==> config.mk <==
export PLATFORM = sky130hd
export DESIGN_NAME = container_box_scanner
export DESIGN_NICKNAME = d
export VERILOG_FILES = /design/src/rtl/core/cbs_pkg.sv /design/src/rtl/core/cbs_core.sv /design/src/rtl/core/cbs_out_buf.sv /design/src/rtl/core/container_box_scanner.sv
export SDC_FILE = /design/constraint.sdc
export NUM_CORES = 1
export LEC_CHECK = 0
export ABC_AREA = 1
export BUFFER_PORTS_ARGS = -buffer_cell sky130_fd_sc_hd__buf_2
export CAP_MARGIN = 40
export CORE_ASPECT_RATIO = 1.25
export CORE_UTILIZATION = 35
export DETAILED_ROUTE_END_ITERATION = 10
export HOLD_SLACK_MARGIN = 0.08
export PLACE_DENSITY_LB_ADDON = 0.2
export SLEW_MARGIN = 40
export SYNTH_ARGS = -nofsm -noshare
export SYNTH_HDL_FRONTEND = slang
export SYNTH_HIERARCHICAL = 1
export SYNTH_SLANG_ARGS = --single-unit
==> constraint.sdc <==
create_clock -name clk -period 12.76 [get_ports clk]
set_input_delay 1.276 -clock clk [delete_from_list [all_inputs] [get_ports clk]]
set_output_delay 1.276 -clock clk [all_outputs]
set_load 0.01 [all_outputs]
==> src/rtl/core/cbs_pkg.sv <==
`default_nettype none

package cbs_pkg;

	// Width kept for absolute offsets before they are cut to 32 bits.
	localparam int OFFSET_BITS = 32;
	localparam int OFF_KEEP = (OFFSET_BITS < 32) ? OFFSET_BITS : 32;
	localparam logic [31:0] OFF_MASK = 32'((64'd1 << OFF_KEEP) - 64'd1);

	localparam logic [31:0] MIN_BOX = 32'd8;
	localparam logic [15:0] COUNT_MAX = 16'hFFFF;

	// Configuration register indexes.
	localparam logic [1:0] REG_TARGET_TYPE = 2'd0;
	localparam logic [1:0] REG_REGION_BASE = 2'd1;
	localparam logic [1:0] REG_REGION_SIZE = 2'd2;

	typedef enum logic [1:0] {
		KIND_MATCH = 2'd0,
		KIND_STOP  = 2'd1,
		KIND_END   = 2'd2
	} kind_t;

	typedef struct packed {
		kind_t       kind;
		logic [31:0] offset;
		logic [31:0] size;
		logic [15:0] count;
	} res_t;

endpackage

`default_nettype wire

==> src/rtl/core/cbs_core.sv <==
`default_nettype none

module cbs_core
	import cbs_pkg::*;
(
	input  wire logic        clk,
	input  wire logic        arst_n,
	input  wire logic        beat_valid,
	input  wire logic [7:0]  beat_byte,
	input  wire logic        beat_start,
	input  wire logic        cfg_we,
	input  wire logic [1:0]  cfg_index,
	input  wire logic [31:0] cfg_data,
	output logic             res_valid,
	output res_t             res
);

	typedef enum logic [1:0] {
		PH_PARENT = 2'd0,
		PH_SIZE   = 2'd1,
		PH_TYPE   = 2'd2,
		PH_BODY   = 2'd3
	} phase_t;

	logic [31:0] target_type_q, region_base_q, region_size_q;

	phase_t      phase_q, phase_e, phase_n;
	logic [31:0] pos_q, pos_e, pos_n;
	logic        ovf_q, ovf_e, ovf_n;
	logic [1:0]  fbc_q, fbc_e, fbc_n;
	logic [31:0] size_q, size_e, size_n;
	logic [31:0] type_q, type_e, type_n;
	logic [31:0] skip_q, skip_e, skip_n;
	logic [31:0] bstart_q, bstart_e, bstart_n;
	logic [15:0] cnt_q, cnt_e, cnt_n;
	logic        pend_q, pend_e, pend_n;
	logic        halted_q, halted_e, halted_n;

	logic [32:0] pos_inc;
	logic        reached;
	logic        boundary;
	logic        matched;
	logic [31:0] type_new;
	logic [31:0] abs_off;

	always_comb begin
		// A region start clears the scan before the beat is processed.
		pos_e    = beat_start ? '0 : pos_q;
		ovf_e    = beat_start ? 1'b0 : ovf_q;
		phase_e  = beat_start ? PH_PARENT : phase_q;
		fbc_e    = beat_start ? '0 : fbc_q;
		size_e   = beat_start ? '0 : size_q;
		type_e   = beat_start ? '0 : type_q;
		skip_e   = beat_start ? '0 : skip_q;
		bstart_e = beat_start ? '0 : bstart_q;
		cnt_e    = beat_start ? '0 : cnt_q;
		pend_e   = beat_start ? 1'b0 : pend_q;
		halted_e = beat_start ? 1'b0 : halted_q;

		pos_n    = pos_e;
		ovf_n    = ovf_e;
		phase_n  = phase_e;
		fbc_n    = fbc_e;
		size_n   = size_e;
		type_n   = type_e;
		skip_n   = skip_e;
		bstart_n = bstart_e;
		cnt_n    = cnt_e;
		pend_n   = pend_e;
		halted_n = halted_e;

		pos_inc  = {1'b0, pos_e} + 33'd1;
		reached  = ovf_e | pos_inc[32] | (pos_inc[31:0] >= region_size_q);
		boundary = 1'b0;
		matched  = 1'b0;
		type_new = {type_e[23:0], beat_byte};
		abs_off  = (region_base_q + bstart_e) & OFF_MASK;

		res_valid = 1'b0;
		res       = '{kind: KIND_MATCH, offset: '0, size: '0, count: cnt_e};

		if (halted_e) begin
			// Idle until the next region start.
		end else if (pend_e) begin
			pend_n    = 1'b0;
			halted_n  = 1'b1;
			res_valid = 1'b1;
			res       = '{kind: KIND_END, offset: '0, size: '0, count: cnt_e};
		end else begin
			pos_n = pos_inc[31:0];
			ovf_n = ovf_e | pos_inc[32];
			case (phase_e)
				PH_PARENT: begin
					boundary = ovf_e || (pos_e >= (MIN_BOX - 32'd1));
				end
				PH_SIZE: begin
					if (fbc_e == 2'd0) begin
						bstart_n = pos_e;
					end
					size_n = {size_e[23:0], beat_byte};
					if (fbc_e == 2'd3) begin
						fbc_n   = '0;
						phase_n = PH_TYPE;
					end else begin
						fbc_n = fbc_e + 2'd1;
					end
				end
				PH_TYPE: begin
					type_n = type_new;
					if (fbc_e != 2'd3) begin
						fbc_n = fbc_e + 2'd1;
					end else begin
						fbc_n = '0;
						if (size_e < MIN_BOX) begin
							// A bad size wins over a type match and halts the scan.
							halted_n  = 1'b1;
							res_valid = 1'b1;
							res       = '{kind: KIND_STOP, offset: abs_off, size: size_e,
								count: cnt_e};
						end else begin
							if (type_new == target_type_q) begin
								matched = 1'b1;
								if (cnt_e != COUNT_MAX) begin
									cnt_n = cnt_e + 16'd1;
								end
								res_valid = 1'b1;
								res       = '{kind: KIND_MATCH, offset: abs_off, size: size_e,
									count: cnt_n};
							end
							if (size_e == MIN_BOX) begin
								boundary = 1'b1;
							end else begin
								skip_n  = size_e - MIN_BOX;
								phase_n = PH_BODY;
							end
						end
					end
				end
				default: begin
					skip_n   = (skip_e != '0) ? skip_e - 32'd1 : '0;
					boundary = (skip_n == '0);
				end
			endcase

			if (boundary) begin
				phase_n = PH_SIZE;
				fbc_n   = '0;
				if (reached) begin
					if (matched) begin
						// The end result follows on the next beat.
						pend_n = 1'b1;
					end else begin
						halted_n  = 1'b1;
						res_valid = 1'b1;
						res       = '{kind: KIND_END, offset: '0, size: '0, count: cnt_e};
					end
				end
			end
		end

		res_valid = res_valid & beat_valid;
	end

	always_ff @(posedge clk or negedge arst_n) begin
		if (!arst_n) begin
			target_type_q <= '0;
			region_base_q <= '0;
			region_size_q <= '0;
			phase_q       <= PH_PARENT;
			pos_q         <= '0;
			ovf_q         <= 1'b0;
			fbc_q         <= '0;
			size_q        <= '0;
			type_q        <= '0;
			skip_q        <= '0;
			bstart_q      <= '0;
			cnt_q         <= '0;
			pend_q        <= 1'b0;
			halted_q      <= 1'b1;
		end else begin
			if (cfg_we) begin
				unique case (cfg_index)
					REG_TARGET_TYPE: target_type_q <= cfg_data;
					REG_REGION_BASE: region_base_q <= cfg_data;
					REG_REGION_SIZE: region_size_q <= cfg_data;
					default: ;
				endcase
			end
			if (beat_valid) begin
				phase_q  <= phase_n;
				pos_q    <= pos_n;
				ovf_q    <= ovf_n;
				fbc_q    <= fbc_n;
				size_q   <= size_n;
				type_q   <= type_n;
				skip_q   <= skip_n;
				bstart_q <= bstart_n;
				cnt_q    <= cnt_n;
				pend_q   <= pend_n;
				halted_q <= halted_n;
			end
		end
	end

	a_stop_halts: assert property (@(posedge clk) disable iff (!arst_n)
		res_valid && (res.kind == KIND_STOP) |=> halted_q)
		else $error("scan did not halt after a stop result");

	a_pend_not_halted: assert property (@(posedge clk) disable iff (!arst_n)
		!(pend_q && halted_q))
		else $error("pending end while halted");

	a_fbc_idle: assert property (@(posedge clk) disable iff (!arst_n)
		(phase_q == PH_PARENT) || (phase_q == PH_BODY) |-> (fbc_q == 2'd0))
		else $error("field byte count not cleared outside header fields");

endmodule

`default_nettype wire

==> src/rtl/core/cbs_out_buf.sv <==
`default_nettype none

module cbs_out_buf
	import cbs_pkg::*;
(
	input  wire logic clk,
	input  wire logic arst_n,
	input  wire logic push,
	input  res_t      push_data,
	output logic      full,
	output logic      out_valid,
	input  wire logic out_ready,
	output res_t      out_data
);

	res_t       mem_q [2];
	logic       rd_q;
	logic [1:0] count_q;
	logic       pop;
	logic       wr;

	assign out_valid = (count_q != 2'd0);
	assign full      = (count_q == 2'd2);
	assign pop       = out_valid && out_ready;
	assign wr        = rd_q ^ count_q[0];
	assign out_data  = mem_q[rd_q];

	always_ff @(posedge clk) begin
		if (push) begin
			mem_q[wr] <= push_data;
		end
	end

	always_ff @(posedge clk or negedge arst_n) begin
		if (!arst_n) begin
			rd_q    <= 1'b0;
			count_q <= '0;
		end else begin
			if (pop) begin
				rd_q <= ~rd_q;
			end
			count_q <= count_q + {1'b0, push} - {1'b0, pop};
		end
	end

	a_no_overflow: assert property (@(posedge clk) disable iff (!arst_n)
		!(push && full && !pop))
		else $error("result pushed into a full buffer");

endmodule

`default_nettype wire

==> src/rtl/core/container_box_scanner.sv <==
`default_nettype none
// Channel | Dir | Fields (low bit first)
// s_*     | in  | tdata: stream_byte[7:0]; tuser: region_start
// m_*     | out | tdata: box_offset[31:0], box_size[31:0], boxes_found[15:0];
//         |     | tuser: result_kind[1:0]
// cfg_*   | in  | cfg_index selects target_type, region_base, region_size
//
// One beat enters per clock unless the input side stalls. A beat is held in the
// input register, and the scan logic then updates the state and, for at most
// one result per beat, writes the two-entry result buffer. The input side
// stalls only while the result buffer is full and not being drained. Reset
// clears the handshake state and leaves the scanner halted until a beat with
// region_start arrives.

module container_box_scanner
	import cbs_pkg::*;
(
	input  wire logic        clk,
	input  wire logic        arst_n,
	input  wire logic        s_tvalid,
	output logic             s_tready,
	input  wire logic [7:0]  s_tdata,  // stream_byte
	input  wire logic        s_tuser,  // region_start
	output logic             m_tvalid,
	input  wire logic        m_tready,
	output logic [79:0]      m_tdata,  // box_offset, box_size, boxes_found
	output logic [1:0]       m_tuser,  // result_kind
	input  wire logic        cfg_we,
	input  wire logic [1:0]  cfg_index,
	input  wire logic [31:0] cfg_data
);

	logic       valid_s1;
	logic [7:0] byte_s1;
	logic       start_s1;
	logic       advance;
	logic       buf_full;
	logic       res_valid;
	res_t       res;
	res_t       out_res;

	// The held beat moves on whenever the buffer has room, counting a slot
	// freed by a result leaving in the same cycle.
	assign advance  = valid_s1 && (!buf_full || m_tready);
	assign s_tready = !valid_s1 || advance;

	always_ff @(posedge clk or negedge arst_n) begin
		if (!arst_n) begin
			valid_s1 <= 1'b0;
		end else if (s_tvalid && s_tready) begin
			valid_s1 <= 1'b1;
		end else if (advance) begin
			valid_s1 <= 1'b0;
		end
	end

	always_ff @(posedge clk) begin
		if (s_tvalid && s_tready) begin
			byte_s1  <= s_tdata;
			start_s1 <= s_tuser;
		end
	end

	cbs_core u_core (
		.clk        (clk),
		.arst_n     (arst_n),
		.beat_valid (advance),
		.beat_byte  (byte_s1),
		.beat_start (start_s1),
		.cfg_we     (cfg_we),
		.cfg_index  (cfg_index),
		.cfg_data   (cfg_data),
		.res_valid  (res_valid),
		.res        (res)
	);

	cbs_out_buf u_out_buf (
		.clk       (clk),
		.arst_n    (arst_n),
		.push      (res_valid),
		.push_data (res),
		.full      (buf_full),
		.out_valid (m_tvalid),
		.out_ready (m_tready),
		.out_data  (out_res)
	);

	assign m_tdata = {out_res.count, out_res.size, out_res.offset};
	assign m_tuser = out_res.kind;

	a_push_on_advance: assert property (@(posedge clk) disable iff (!arst_n)
		res_valid |-> advance)
		else $error("result produced without a consumed beat");

endmodule

`default_nettype wire
==> results of run 1 <==
metrics by stage:
step | total power [uW] | area, sq um | hold slack (ns) | utilization [%]
5_1_grt | 6350 | 30600 | 0.496 | 39.7
3_5_place_dp | 4380 | 28800 | 0.468 | 37.3
3_3_place_gp | 4370 | 28800 | 0.464 | 37.3
2_1_floorplan | 3610 | 27200 | 0.450 | -
4_1_cts | 5980 | 30600 | 0.482 | 39.6
6_report | 5930 | 30600 | 0.477 | 39.7
cells in the final DEF (no fill, tap or decap), drive strengths merged, types with 24 or more instances in the layout:
cell type | synthesis | final
a21oi | 280 | 280
buf | 54 | 167
clkbuf | 99 | 65
dfrtp | 274 | 274
edfxtp | 173 | 173
ha | 77 | 77
inv | 418 | 419
nand2 | 1048 | 1048
nand3 | 137 | 137
nand4 | 42 | 42
nor2 | 449 | 449
nor3 | 29 | 29
o211ai | 37 | 37
o21ai | 311 | 311
o22ai | 27 | 27
xnor2 | 24 | 24
xor2 | 73 | 73
layout make-up:
class | instances | area [sq um] | share of cell area, %
Clock inverter | 31 | 393 | 1.28
Antenna cell | 1 | 2.50 | 0.00818
Clock buffer | 65 | 1390 | 4.54
Tap cell | 1044 | 1310 | 4.27
Inverter | 420 | 1580 | 5.17
Timing Repair Buffer | 167 | 966 | 3.16
Multi-Input combinational cell | 2610 | 12900 | 42.1
Sequential cell | 448 | 12100 | 39.5
worst paths after layout:
check                      slack [ns]                    end
setup reg to reg                 5.99  u_out_buf/mem_q[1][6]
min in group asynchronous        0.68        u_core/cnt_q[3]
hold / removal                   0.48      u_core/type_q[12]
max in group asynchronous       10.93         u_out_buf/rd_q
hold reg to reg                  0.48      u_core/type_q[12]
setup / recovery                 5.99  u_out_buf/mem_q[1][6]
logic make-up (layout without fill, tap and decap cells):
logic type / count (synthesis) / after routing / synth area share, %
adder cells (fa/ha/maj): 78 / 78 / 3.61
other: 0 / 1 / 0
flip-flops: 448 / 448 / 44.3
AND/OR/NAND/NOR: 1729 / 1729 / 26.4
multiplexers: 1 / 1 / 0.0368
AO/OA/AOI/OAI: 705 / 705 / 13.9
XOR/XNOR: 97 / 97 / 3.12
buffers and inverters: 573 / 683 / 8.58
power by group through the flow:
stage / clock network (uW) / registers [uW] / logic (uW)
after floorplan: 0 / 1980 / 1630
after global placement: 0 / 2040 / 2330
after detailed placement: 0 / 2040 / 2340
after CTS: 1610 / 2020 / 2350
after global routing: 1660 / 2050 / 2640
final: 1570 / 2020 / 2340
state kept, by name, summed over array words and instances, names as in the netlist:
name	count
u_core/type_q	24
u_core/pend_q	1
u_core/bstart_q	32
u_core/phase_q	2
u_out_buf/mem_q	164
u_core/ovf_q	1
u_out_buf/rd_q	1
u_core/size_q	32
byte_s1	8
u_core/region_size_q	32
u_core/halted_q	1
u_core/pos_q	32
u_core/target_type_q	32
u_out_buf/count_q	2
u_core/fbc_q	2
start_s1	1
u_core/cnt_q	16
u_core/skip_q	32
u_core/region_base_q	32
valid_s1	1
per-layer routing:
| layer | share of wire, % | global-route usage [%] |
|---|---|---|
| met3 | 3.7 | 2.19 |
| met2 | 50 | 40.3 |
| met5 | 0 | 0 |
| met4 | 4.5 | 10.3 |
| met1 | 42 | 28.3 |
worst min-delay path: cells and delay by family, from the launching register on:
kind | cells | cell delay, ns
flops | 1 | 0.34
simple gates | 2 | 0.11
==> results.json, run 1 <==
{
  "status": "complete, no violations",
  "ctsHoldBuffers": 0,
  "dp_hpwl_mm": 64.6,
  "dp_slack_ns": 5.82,
  "io_buffers": 131,
  "startpoint_type": "register",
  "worst-path-stages": 25,
  "fin_setup_tns_ns": 0,
  "synth_nets": 3757,
  "max_stage_delay_ns": 0.62,
  "io_pins": 132,
  "drive_above_1_share_pct": 10.0,
  "power.switching_uw": 2470,
  "synth_cell_types": 53,
  "wl_mm": 90.2,
  "synth_most_common_cell": "nand2_1",
  "cts_tree": "yes",
  "hold-path-cell-count": 2,
  "hold_path.class": "reg2reg",
  "hold_viol_final": 0,
  "syn-cell-area_sq_um": 27200,
  "p_int_uw": 3460,
  "r2r_start": "start_s1",
  "via_count": 24100,
  "clock_sinks": 448,
  "worst_slack_ns": 5.99,
  "dieWidth_um": 252,
  "switching_share_pct": 41.7,
  "place_inst": 4688,
  "area.growth.synth_to_final_pct": 12.4,
  "worst_pin_slew_ns": 0.842,
  "antenna_found_initial": 2,
  "yosysTopAreaCell": "dfrtp_1",
  "gp_congestion": 0.933,
  "cap_violations": 0,
  "rsz0062_at_grt": "no",
  "ctsRootBufferMaster": "clkbuf_16",
  "path_clk_slew_ns": 0.06,
  "hold_start": "u_core/type_q[12]",
  "drtAntennaViolNets": 0,
  "critPathSlowestCell": "buf_4",
  "critPathMaxFanout": 50,
  "grt_max_degree": 88,
  "grtUsageTotal_pct": 22.9,
  "combPwrFrac_pct": 39.4,
  "yosysSeqAreaShare_pct": 44.3,
  "core_area_sq_um": 77200,
  "clkPwrFrac_pct": 26.5,
  "synthCells": 3631,
  "netlist_top_cells_count": "1013 x nand2_1, 404 x inv_1, 397 x nor2_1, 291 x o21ai_0, 280 x a21oi_1",
  "ff2ff_path_depth": 25,
  "die_h_um": 314,
  "dr.pass1.iters": 6,
  "critPathCaptureType": "register",
  "htree_num_levels": 2,
  "syn_area_per_cell_sq_um": 7.50,
  "ir_worst_vdd_v": 0.000113,
  "via_per_inst": 5.04,
  "post_cts_buffers": 0,
  "clock_latency_ns": 0.61,
  "crit_type": "reg2reg",
  "fillers": 8158,
  "skew_ns": 0.0250,
  "clock_path_buffers": 3,
  "ys_ff_latch": 448,
  "nets": 3824,
  "period_minus_slack_ns": 6.77,
  "setup_viol": 0,
  "drc": 0,
  "synth_edf_count": 173,
  "postCtsResizedCells": 0,
  "die-area_sq_um": 78900,
  "critPathTopFamily": "simple AND/OR/NAND/NOR gates",
  "period_share_pct": 53.1,
  "cp_data_arrival_time_ns": 7.00,
  "yosysWarnings": 6,
  "async_flop_share_pct": 61.4,
  "post-synth-top-area-fraction_pct": 25.2,
  "drv_slew": 0,
  "p_per_area_nw_per_um2": 194,
  "synthFlopType": "dfrtp_1",
  "grt-ovfl-total": 0,
  "fmax_mhz": 148,
  "rows": 114,
  "wire_per_inst_um": 18.9,
  "grt_pass1_vias": 23800,
  "leakage_uw": 0.0147,
  "grt_pass1_wl_mm": 140,
  "cp_common_cell": "nand2_1",
  "final_cells": 4786,
  "slew_headroom_pct": 43.8,
  "initial_core_util_pct": 35.3,
  "synth_area_leaders": "dfrtp_1 25%, edfxtp_1 19%, nand2_1 14%, inv_1 5.6%, nor2_1 5.5%",
  "crit_required_ns": 12.99,
  "critPathBufInv": 4,
  "cts_inserted_buffers": 51,
  "drtIter0Drc": 1815,
  "crit_start": "start_s1",
  "p_seq_share_pct": 34.1
}
Note: power is estimated with default switching activity, not from simulation.
==> inputs of run 2 (changes only) <==
ABC_AREA = 0   (was 1)
clock period = 6.76 ns   (was 12.76 ns; I/O delays follow)
==> results.json, run 2 <==
{
  "status": "complete, no violations",
  "crit_path_cell_trace": "nand2b_1 > or4_1 > nor3b_2 > nand4_1 > nor2_1 > nand3_1 > nor2_1 > xnor2_1 > nor2_1 > ha_1 > nand4_1 > nor4_2 > o2111ai_1 > a31oi_1 > nand4b_1 > o21ai_0 > a31oi_1 > nor2b_4 > buf_12",
  "worst-path-stages": 19,
  "max_stage_delay_ns": 0.60,
  "clkPwrFrac_pct": 30.3,
  "critPathMaxFanout": 49,
  "cp_data_arrival_time_ns": 6.10,
  "htree_num_levels": 2,
  "fin_util_pct": 40.2,
  "ir_worst_vdd_v": 0.000187,
  "ff2ff_path_depth": 19,
  "place_area_sq_um": 26900,
  "num_antenna_cells": 0,
  "critPathBufInv": 1,
  "critPathTopFamily": "simple AND/OR/NAND/NOR gates",
  "drtAntennaViolNets": 0,
  "place_inst": 3364,
  "dr.pass1.iters": 5,
  "antenna_found_initial": 0,
  "synth_area_leaders": "dfrtp_1 27%, edfxtp_1 21%, mux2_2 5.4%, ha_1 3.8%, mux2_4 3.6%",
  "cap_violations": 0,
  "r2r_start": "start_s1",
  "clock_latency_ns": 0.61,
  "rows": 109,
  "skew_ns": 0.0243,
  "p_per_area_nw_per_um2": 319,
  "post-synth-top-area-fraction_pct": 27.2,
  "final_common_cell": "dfrtp_1",
  "clock_sinks": 448,
  "grt_pass1_wl_mm": 121,
  "grt_pass1_vias": 19500,
  "synthFlopType": "dfrtp_1",
  "final_cells": 3459,
  "hold_path.class": "in2reg",
  "p_seq_share_pct": 39.8,
  "io_pins": 132,
  "synth_most_common_cell": "dfrtp_1",
  "yosysTopAreaCell": "dfrtp_1",
  "critPathCaptureType": "register",
  "largest_reg_flops": 164,
  "fmax_mhz": 171,
  "path_clk_slew_ns": 0.06,
  "yosysWarnings": 6,
  "rrSetupSlack_ns": 0.92,
  "startpoint_type": "register",
  "hold_start": "s_tdata[6]",
  "combPwrFrac_pct": 29.9,
  "postCtsResizedCells": 0,
  "core_area_sq_um": 71100,
  "switching_share_pct": 37.0,
  "gp_congestion": 0.909,
  "wire_per_inst_um": 23.0,
  "wl_mm": 79.6,
  "hold-path-cell-count": 1,
  "drive_above_1_share_pct": 18.8,
  "clock_path_buffers": 3,
  "critPathSlowestCell": "or4_1",
  "period_share_pct": 86.4,
  "setup_viol": 0,
  "yosysSeqAreaShare_pct": 47.9,
  "area.growth.synth_to_final_pct": 13.3,
  "grtUsageTotal_pct": 21.6,
  "hold_path_end": "byte_s1[6]",
  "nets": 2600,
  "synth_cell_types": 85,
  "die-area_sq_um": 73200,
  "rsz0062_at_grt": "no",
  "slew_headroom_pct": 43.2,
  "via_count": 19300,
  "die_h_um": 302,
  "power.switching_uw": 3380,
  "grt_max_degree": 127,
  "period_minus_slack_ns": 5.84,
  "fin_setup_tns_ns": 0,
  "reg2reg_to": "u_out_buf/mem_q[1][22]",
  "ctsRootBufferMaster": "clkbuf_16",
  "grt-ovfl-total": 0,
  "cts_inserted_buffers": 50,
  "drc": 0,
  "p_int_uw": 5750,
  "ys_ff_latch": 448,
  "crit_type": "reg2reg",
  "regMostFlops": "u_out_buf/mem_q",
  "cts_tree": "yes",
  "layout_common_cells": "273 x dfrtp_1, 185 x nor2_1, 173 x edfxtp_1, 167 x nand2_1, 130 x buf_2",
  "syn-cell-area_sq_um": 25200,
  "leakage_uw": 0.0118,
  "initial_core_util_pct": 35.5,
  "hold_viol_final": 0,
  "dp_hpwl_mm": 57.7,
  "via_per_inst": 5.59,
  "final_area_sq_um": 28600,
  "synth_edf_count": 173,
  "netlist_top_cells_count": "274 x dfrtp_1, 189 x nor2_1, 173 x edfxtp_1, 168 x nand2_1, 122 x mux2_2",
  "cp_common_cell": "nor2_1",
  "synthCells": 2394,
  "drv_slew": 0,
  "syn_area_per_cell_sq_um": 10.5,
  "async_flop_share_pct": 61.4,
  "dieWidth_um": 242,
  "crit_required_ns": 7.02,
  "drtIter0Drc": 1273,
  "synth_nets": 2520,
  "io_buffers": 131,
  "worst_pin_slew_ns": 0.849
}
run 2: cell count changes in the layout (fill, tap and decap cells not counted), moves of 85 or more:
cell,delta
inv_1,-320
nand3_1,-85
a21oi_1,-193
nand2_1,-846
nor2_1,-208
o21ai_0,-189
mux2_2,+122
run 2: cells by family after synthesis:
kind of cell	Yosys count	synth area share [%]
fa+ha+maj	78	3.90
buf+inv	229	3.77
flops	448	47.9
xor+xnor	101	3.51
simple gates	784	16.1
compound gates	557	15.2
mux	197	9.61
run 2: per-layer routing:
| layer | wire [um] | track usage, % | part of all wire [%] |
|---|---|---|---|
| met1 | 32300 | 25.8 | 41 |
| met2 | 41000 | 39.2 | 51 |
| met3 | 2930 | 2.34 | 3.7 |
| met4 | 3380 | 9.15 | 4.2 |
| met5 | 0 | 0 | 0 |
run 2: cell type report:
| type | instances | area [sq um] |
|---|---|---|
| Timing Repair Buffer | 171 | 1070 |
| Inverter | 86 | 323 |
| Tap cell | 943 | 1180 |
| Fill cell | 6973 | 42500 |
| Clock inverter | 21 | 225 |
| Clock buffer | 73 | 1440 |
| Sequential cell | 448 | 12100 |
| Multi-Input combinational cell | 1717 | 12300 |
run 2: stage by stage:
step	total power, uW	setup WS, ns	hold slack [ns]
final	9130	0.921	0.258
after global routing	9580	0.440	0.228
after CTS	9210	0.895	0.214
after detailed placement	6390	0.954	0.464
after global placement	6350	1.06	0.465
after floorplan	5400	0.0192	0.380
run 2: power by group through the flow:
stage / registers, uW / clock network [uW] / logic, uW
after floorplan: 3370 / 0 / 2030
after global placement: 3680 / 0 / 2680
after detailed placement: 3690 / 0 / 2710
after CTS: 3640 / 2850 / 2720
after global routing: 3690 / 2930 / 2960
final: 3640 / 2770 / 2730
run 2: how the worst max path moves through the flow:
stage | start | to
finish | start_s1 | u_out_buf/mem_q[1][22]
global route | start_s1 | u_out_buf/mem_q[1][27]
CTS | start_s1 | u_out_buf/mem_q[1][23]
detailed placement | start_s1 | u_out_buf/mem_q[1][22]
global placement | start_s1 | u_out_buf/mem_q[1][22]
floorplan | start_s1 | u_out_buf/mem_q[1][0]
run 2: what timing repair did:
| item | 4_1_cts | 5_1_grt |
|---|---|---|
| hold buffers | 1 | 0 |
| endpoints found under the hold margin | 58 | 0 |
| buffers inserted | 0 | 0 |
| endpoints found under the setup margin | 0 | 0 |
